File: config.mk
export PLATFORM = sky130hd
export DESIGN_NAME = afvr_ctrl
export DESIGN_NICKNAME = d
export VERILOG_FILES = /design/src/rtl/core/afvr_pkg.sv /design/src/rtl/core/afvr_ctrl.sv
export SDC_FILE = /design/constraint.sdc
export NUM_CORES = 1
export LEC_CHECK = 0
export BUFFER_PORTS_ARGS = -buffer_cell sky130_fd_sc_hd__buf_2
export CAP_MARGIN = 20
export CORE_MARGIN = 2
export CORE_UTILIZATION = 30
export CTS_CLUSTER_SIZE = 40
export DETAILED_ROUTE_END_ITERATION = 8
export SYNTH_ARGS = -nofsm -noshare
export SYNTH_HDL_FRONTEND = slang
export SYNTH_SLANG_ARGS = --single-unit
File: constraint.sdc
create_clock -name clk_i -period 2.37 [get_ports clk_i]
set_input_delay 0.1185 -clock clk_i [delete_from_list [all_inputs] [get_ports clk_i]]
set_output_delay 0.1185 -clock clk_i [all_outputs]
set_load 0.005 [all_outputs]
File: src/rtl/core/afvr_pkg.sv
// ============================================================================
// afvr_pkg - shared types and constants
// Command and status types between controller and datapath, register indexes
// and iteration counts of the shared arithmetic units.
// ============================================================================
package afvr_pkg;

  // configuration register indexes
  localparam logic [2:0] REG_TARGET_X  = 3'd0;
  localparam logic [2:0] REG_TARGET_Y  = 3'd1;
  localparam logic [2:0] REG_TARGET_Z  = 3'd2;
  localparam logic [2:0] REG_GAIN      = 3'd3;
  localparam logic [2:0] REG_LIMIT     = 3'd4;
  localparam logic [2:0] REG_THRESHOLD = 3'd5;
  localparam logic [2:0] REG_STEP_TIME = 3'd6;

  // input item kinds
  localparam logic OP_POSE = 1'b0;
  localparam logic OP_TICK = 1'b1;

  // iteration counts of the serial units
  localparam int MUL_STEPS  = 41;  // multiplier bits (velocity magnitude)
  localparam int SQRT_STEPS = 42;  // root bits of an 84-bit radicand
  localparam int DIV_STEPS  = 72;  // dividend bits
  localparam int CNT_W      = 7;

  typedef enum logic [3:0] {
    DP_NOP,
    DP_POSE,
    DP_LOAD,
    DP_GAIN,
    DP_MUL_START,
    DP_MUL_STEP,
    DP_SAVE_E,
    DP_SQRT_INIT,
    DP_SQRT_STEP,
    DP_DIV_INIT,
    DP_DIV_STEP,
    DP_DIV_SAVE,
    DP_OUT
  } dp_op_e;

  typedef enum logic [1:0] {
    MUL_EM_SQ,
    MUL_VM_SQ,
    MUL_VM_LIM
  } mul_src_e;

  typedef struct packed {
    dp_op_e     op;
    logic [1:0] idx;
    mul_src_e   src;
    logic       acc_clr;
  } dp_cmd_t;

  typedef struct packed {
    logic clip;
    logic reached;
  } dp_status_t;

endpackage

File: src/rtl/core/afvr_ctrl.sv
// ============================================================================
// afvr_ctrl - sequencer
// Accepts items, tracks whether a pose is held and steps the datapath
// through error, velocity, clipping and output phases.
// ============================================================================
module afvr_ctrl (
  input  logic                 clk_i,
  input  logic                 rst_ni,
  input  logic                 in_valid_i,
  input  logic                 in_op_i,
  output logic                 in_ready_o,
  output logic                 out_valid_o,
  input  logic                 out_ready_i,
  input  afvr_pkg::dp_status_t status_i,
  output afvr_pkg::dp_cmd_t    cmd_o
);

  typedef enum logic [17:0] {
    ST_IDLE   = 18'h00001,
    ST_LOAD   = 18'h00002,
    ST_GAIN   = 18'h00004,
    ST_ESTART = 18'h00008,
    ST_ESTEP  = 18'h00010,
    ST_ESAVE  = 18'h00020,
    ST_VSTART = 18'h00040,
    ST_VSTEP  = 18'h00080,
    ST_VSAVE  = 18'h00100,
    ST_SQINIT = 18'h00200,
    ST_SQSTEP = 18'h00400,
    ST_NSTART = 18'h00800,
    ST_NSTEP  = 18'h01000,
    ST_DINIT  = 18'h02000,
    ST_DSTEP  = 18'h04000,
    ST_DSAVE  = 18'h08000,
    ST_OUT    = 18'h10000,
    ST_HOLD   = 18'h20000
  } state_e;

  localparam logic [afvr_pkg::CNT_W-1:0] MulLast  = afvr_pkg::CNT_W'(afvr_pkg::MUL_STEPS - 1);
  localparam logic [afvr_pkg::CNT_W-1:0] SqrtLast = afvr_pkg::CNT_W'(afvr_pkg::SQRT_STEPS - 1);
  localparam logic [afvr_pkg::CNT_W-1:0] DivLast  = afvr_pkg::CNT_W'(afvr_pkg::DIV_STEPS - 1);

  state_e                     state_q, state_d;
  logic [afvr_pkg::CNT_W-1:0] cnt_q, cnt_d;
  logic [1:0]                 idx_q, idx_d;
  logic                       have_pose_q, have_pose_d;

  always_comb begin
    state_d       = state_q;
    cnt_d         = cnt_q;
    idx_d         = idx_q;
    have_pose_d   = have_pose_q;
    cmd_o.op      = afvr_pkg::DP_NOP;
    cmd_o.idx     = idx_q;
    cmd_o.src     = afvr_pkg::MUL_EM_SQ;
    cmd_o.acc_clr = 1'b0;
    in_ready_o    = 1'b0;
    out_valid_o   = 1'b0;

    case (state_q)
      ST_IDLE: begin
        in_ready_o = 1'b1;
        idx_d      = '0;
        if (in_valid_i) begin
          if (in_op_i == afvr_pkg::OP_POSE) begin
            cmd_o.op    = afvr_pkg::DP_POSE;
            have_pose_d = 1'b1;
          end else if (have_pose_q) begin
            state_d = ST_LOAD;
          end
        end
      end
      ST_LOAD: begin
        cmd_o.op = afvr_pkg::DP_LOAD;
        state_d  = ST_GAIN;
      end
      ST_GAIN: begin
        cmd_o.op = afvr_pkg::DP_GAIN;
        idx_d    = idx_q + 2'd1;
        if (idx_q == 2'd2) begin
          idx_d   = '0;
          state_d = ST_ESTART;
        end
      end
      ST_ESTART: begin
        cmd_o.op      = afvr_pkg::DP_MUL_START;
        cmd_o.acc_clr = (idx_q == 2'd0);
        cnt_d         = '0;
        state_d       = ST_ESTEP;
      end
      ST_ESTEP: begin
        cmd_o.op = afvr_pkg::DP_MUL_STEP;
        cnt_d    = cnt_q + 1'b1;
        if (cnt_q == MulLast) begin
          idx_d   = idx_q + 2'd1;
          state_d = (idx_q == 2'd2) ? ST_ESAVE : ST_ESTART;
        end
      end
      ST_ESAVE: begin
        cmd_o.op = afvr_pkg::DP_SAVE_E;
        idx_d    = '0;
        state_d  = ST_VSTART;
      end
      ST_VSTART: begin
        cmd_o.op      = afvr_pkg::DP_MUL_START;
        cmd_o.src     = afvr_pkg::MUL_VM_SQ;
        cmd_o.acc_clr = (idx_q == 2'd0);
        cnt_d         = '0;
        state_d       = ST_VSTEP;
      end
      ST_VSTEP: begin
        cmd_o.op  = afvr_pkg::DP_MUL_STEP;
        cmd_o.src = afvr_pkg::MUL_VM_SQ;
        cnt_d     = cnt_q + 1'b1;
        if (cnt_q == MulLast) begin
          idx_d   = idx_q + 2'd1;
          state_d = (idx_q == 2'd2) ? ST_VSAVE : ST_VSTART;
        end
      end
      ST_VSAVE: begin
        idx_d = '0;
        // a reached target zeroes the velocity, so skip the clipping pass
        state_d = (status_i.clip && !status_i.reached) ? ST_SQINIT : ST_OUT;
      end
      ST_SQINIT: begin
        cmd_o.op = afvr_pkg::DP_SQRT_INIT;
        cnt_d    = '0;
        state_d  = ST_SQSTEP;
      end
      ST_SQSTEP: begin
        cmd_o.op = afvr_pkg::DP_SQRT_STEP;
        cnt_d    = cnt_q + 1'b1;
        if (cnt_q == SqrtLast) begin
          state_d = ST_NSTART;
        end
      end
      ST_NSTART: begin
        cmd_o.op      = afvr_pkg::DP_MUL_START;
        cmd_o.src     = afvr_pkg::MUL_VM_LIM;
        cmd_o.acc_clr = 1'b1;
        cnt_d         = '0;
        state_d       = ST_NSTEP;
      end
      ST_NSTEP: begin
        cmd_o.op  = afvr_pkg::DP_MUL_STEP;
        cmd_o.src = afvr_pkg::MUL_VM_LIM;
        cnt_d     = cnt_q + 1'b1;
        if (cnt_q == MulLast) begin
          state_d = ST_DINIT;
        end
      end
      ST_DINIT: begin
        cmd_o.op = afvr_pkg::DP_DIV_INIT;
        cnt_d    = '0;
        state_d  = ST_DSTEP;
      end
      ST_DSTEP: begin
        cmd_o.op = afvr_pkg::DP_DIV_STEP;
        cnt_d    = cnt_q + 1'b1;
        if (cnt_q == DivLast) begin
          state_d = ST_DSAVE;
        end
      end
      ST_DSAVE: begin
        cmd_o.op = afvr_pkg::DP_DIV_SAVE;
        idx_d    = idx_q + 2'd1;
        state_d  = ST_NSTART;
        if (idx_q == 2'd2) begin
          idx_d   = '0;
          state_d = ST_OUT;
        end
      end
      ST_OUT: begin
        cmd_o.op = afvr_pkg::DP_OUT;
        idx_d    = idx_q + 2'd1;
        if (idx_q == 2'd2) begin
          state_d = ST_HOLD;
        end
      end
      ST_HOLD: begin
        out_valid_o = 1'b1;
        if (out_ready_i) begin
          state_d = ST_IDLE;
        end
      end
      default: state_d = ST_IDLE;
    endcase
  end

  always_ff @(posedge clk_i or negedge rst_ni) begin
    if (!rst_ni) begin
      state_q     <= ST_IDLE;
      cnt_q       <= '0;
      idx_q       <= '0;
      have_pose_q <= 1'b0;
    end else begin
      state_q     <= state_d;
      cnt_q       <= cnt_d;
      idx_q       <= idx_d;
      have_pose_q <= have_pose_d;
    end
  end

endmodule

==> summary.txt <==
STA
  – Hold Fails Final Rpt: 0
  – Endpoints failing setup: 10
  – Max Clock Freq: between 300 and 400 MHz
  – Slew margin rel.: 0.554
  – Worst-Margin Slew: between 600 and 700 ps
  – Setup TNS: -857 ps
  – Final period utilization: 1.07
  – Slew Limit Fails: 0
  – Post-layout min period: about 2500 ps
  – Clock Skews: about 2.6 ps
  – Final worst slack: -156 ps
  – Unrepaired setup endpoints after global routing: true

Worst setup path
  – Reg-to-reg slack, setup: -100 ps
  – Worst path cell trace: buf_6, or4_4, nor4_4, nand4b_1, and4b_1, buf_4, o21ai_2, buf_2
  – Crit path max-delay family: simple AND/OR/NAND/NOR gates
  – CP Class: reg2out
  – CP Max Fanout: 5
  – Largest stage delay, worst path: 460 ps
  – Worst reg2reg endpoint: cnt_q[0]$_DFFE_PN0P_
  – Buf/Inv on CP: 3
  – CP Depth: 8
  – Reg2reg start: state_q[14]$_DFFE_PN0P_
  – Critical Path RT: 2250 ps
  – Critical Path Sink Type: output pin
  – Beginning of the critical path: state_q[14]$_DFFE_PN0P_
  – CP endpoint: cmd_o[6]
  – Slowest-stage cell, CP: or4_4
  – CP startpoint kind: flip-flop
  – CP arrival: 2410 ps
  – Cells on worst reg2reg path: 8

Detailed routing
  – Post-route DRC: 0
  – Post-Route WL: 6.81 mm
  – Top routing layer in use: met4
  – ANT nets after route: 0
  – Initial DRT Pass Iterations: 4
  – Met2 routed WL: around 3.4 mm
  – Vias after detailed routing: 2176
  – Avg WL per Cell: around 16 µm
  – Vias per inst: 5.14
  – DRT iter0 DRCs: 103
  – Met3 wire len: 259 µm
  – Met1 wire length: 3.01 mm

Synth
  – EDFF count, synth: 0
  – Syn Nets: 246
  – Commonest register cell after synthesis: dfrtp_1
  – Syn Inst Count: roughly 230
  – Sequential share of the synthesized area: 0.332
  – Area contributors post-synth: dfrtp_1 32%, nor2_1 4.1%, ha_1 3.5%
  – Synth Area per Inst: 9.09 µm²
  – Top-area cell type share of the netlist area: 0.319
  – Number of synthesis warnings: 0
  – Unique masters post-synth: 62
  – Post-Syn Area: 0.00212 mm²
  – FFs w/ async S/R, synth: 1.00
  – Cell taking the most area after synthesis: dfrtp_1
  – #FFs+latches synth: 28

Clock network
  – CTS Sinks: 28
  – Clk slew on worst S/H paths: roughly 100 ps
  – TritonCTS clock tree: yes
  – Clock Latency Late Sink: 290 ps
  – Clock root buffer: clkbuf_8
  – H-Tree Depth: 1
  – Maximum clock path buffer count: 2
  – CTS buffer count: 3

Placement
  – DP Area: between 0.002 and 0.003 mm²
  – Input/output buffers: 17
  – Cell count after placement: 408
  – Post-place setup slack: -94.4 ps
  – Dpl hpwl: just over 5 mm
  – GP Congestion: 0.914

Die
  – Die area: between 0.007 and 0.008 mm²
  – Die W: 88.0 µm
  – Cell Rows: 30
  – Core box area: just under 0.007 mm²
  – Die Ht: 88.0 µm
  – I/O pin count: 18
  – Initial Util: 0.312

Cells and area
  – Inserted Diodes: 0
  – Area of the multi-input gates: 0.00148 mm²
  – P&R area growth vs syn: 48.3%
  – Finished Layout Cells: approximately 420
  – # fillers: 637
  – Layout cells sized above 1: 0.505
  – Cell area after layout: 0.00314 mm²
  – Area occupied by registers: 704 µm²
  – Nets: 341

Power
  – Static Leak: 1.48 nW
  – Tot Pwr: 2.60 mW
  – Power density over the cells: 829 mW/mm²
  – Peak supply drop: 0.636 mV

Min path
  – Hold path start: status_i[0]
  – Worst hold path class: in2reg
  – Worst Hold Depth: 3

GRT
  – GR Util All Layers: 0.181
  – GR Overflow Total: 0
  – Initial antenna violation count: 0
  – Largest net degree at the start of global routing: 29
  – First-pass GRT wire length: between 10 and 15 mm
  – Vias in the first global route: 2161

Flow run
  – Max Cap Viol: 0

Status
  – Outcome: complete, but fails checks
  – Violated checks: negative setup slack
flip-flops by register name, indices dropped and copies added (netlist names):
signal / cells
cnt_q: 7
state_q: 18
have_pose_q: 1
idx_q: 2
layer usage:
| metal | vias to the layer above | track usage |
|---|---|---|
| li1 | 1057 | - |
| met1 | 1046 | 0.231 |
| met2 | 61 | 0.311 |
| met3 | 12 | 0.0198 |
| met4 | 0 | 0.0769 |
| met5 | - | 0 |
placed cells by master, fill, tap and decap left out, types with 6 or more instances in the layout:
| cell | instances |
|---|---|
| buf_4 | 80 |
| dfrtp_1 | 25 |
| nor2_1 | 19 |
| buf_2 | 17 |
| nand2_1 | 12 |
| o21ai_0 | 8 |
| a21oi_1 | 8 |
| inv_1 | 7 |
| nor3_2 | 7 |
| nor3_1 | 7 |
| nand4_1 | 6 |
| nand2b_1 | 6 |
| a21o_1 | 6 |
| ha_1 | 6 |
worst register-to-register path, delay by kind of cell (launching register included):
kind | cells | cell delay (ps)
simple gates | 5 | 1380
buf+inv | 2 | 280
mux | 1 | 260
flops | 1 | 440
synth_stat cells, drive strengths merged (2+ instances only):
master and count:
nor2 24, a21o 8, buf 13, or4b 3, o21ai 11, nor4 10
or3 3, dfrtp 27, and4b 3, ha 6, nand2b 6, nand4 7
o22ai 2, xor2 3, xnor2 4, a2bb2oi 2, o21a 2, or4 4
nand2 14, inv 7, and3 2, nor3 15, nor2b 4, or2 4
a21oi 9, nand4b 5, nand3 7, nor4b 7
final cells by class:
class / instances / share of cell area
repair buffers: 103 / 0.239
multi-input cells: 185 / 0.472
flip-flops and latches: 28 / 0.224
inverters: 7 / 0.00837
clock buffers: 4 / 0.0175
well taps: 96 / 0.0382
report_power, final:
part           switching [mW]  total (mW)  leakage [nW]  internal, mW
clock network           0.168       0.318        0.0288         0.150
logic                   0.913        1.67          1.08         0.756
registers              0.0694       0.617         0.373         0.548
total                    1.15        2.60          1.48          1.45
worst min path at each step:
stage / to / slack (ps)
6_report: state_q[9]$_DFFE_PN0P_ / 90
5_1_grt: state_q[9]$_DFFE_PN0P_ / 110
4_1_cts: state_q[9]$_DFFE_PN0P_ / 90
3_5_place_dp: state_q[10]$_DFFE_PN0P_ / 190
3_3_place_gp: state_q[10]$_DFFE_PN0P_ / 190
2_1_floorplan: cnt_q[0]$_DFFE_PN0P_ / -180
logic make-up (layout without fill, tap and decap cells):
logic type	count (synthesis)	after routing	share of synthesized area
flip-flops	28	28	0.332
adder cells (fa/ha/maj)	6	6	0.0355
buffers and inverters	20	114	0.0550
AND/OR/NAND/NOR	123	123	0.385
multiplexers	2	2	0.0100
AO/OA/AOI/OAI	47	47	0.154
XOR/XNOR	7	7	0.0290
stage by stage:
stage	hold slack [ps]	util
2_1_floorplan	-177	-
6_report	92.8	0.462
3_3_place_gp	191	0.415
4_1_cts	90.3	0.443
3_5_place_dp	195	0.415
5_1_grt	111	0.462
repair_timing:
item | CTS | global route
hold endpoints to repair | 27 | 0
pin swaps | 5 | 17
gates resized for setup | 19 | 25
hold buffers | 1 | 0
buffers inserted | 6 | 4
endpoints found under the setup margin | 18 | 23
Note: power is estimated with default switching activity, not from simulation.
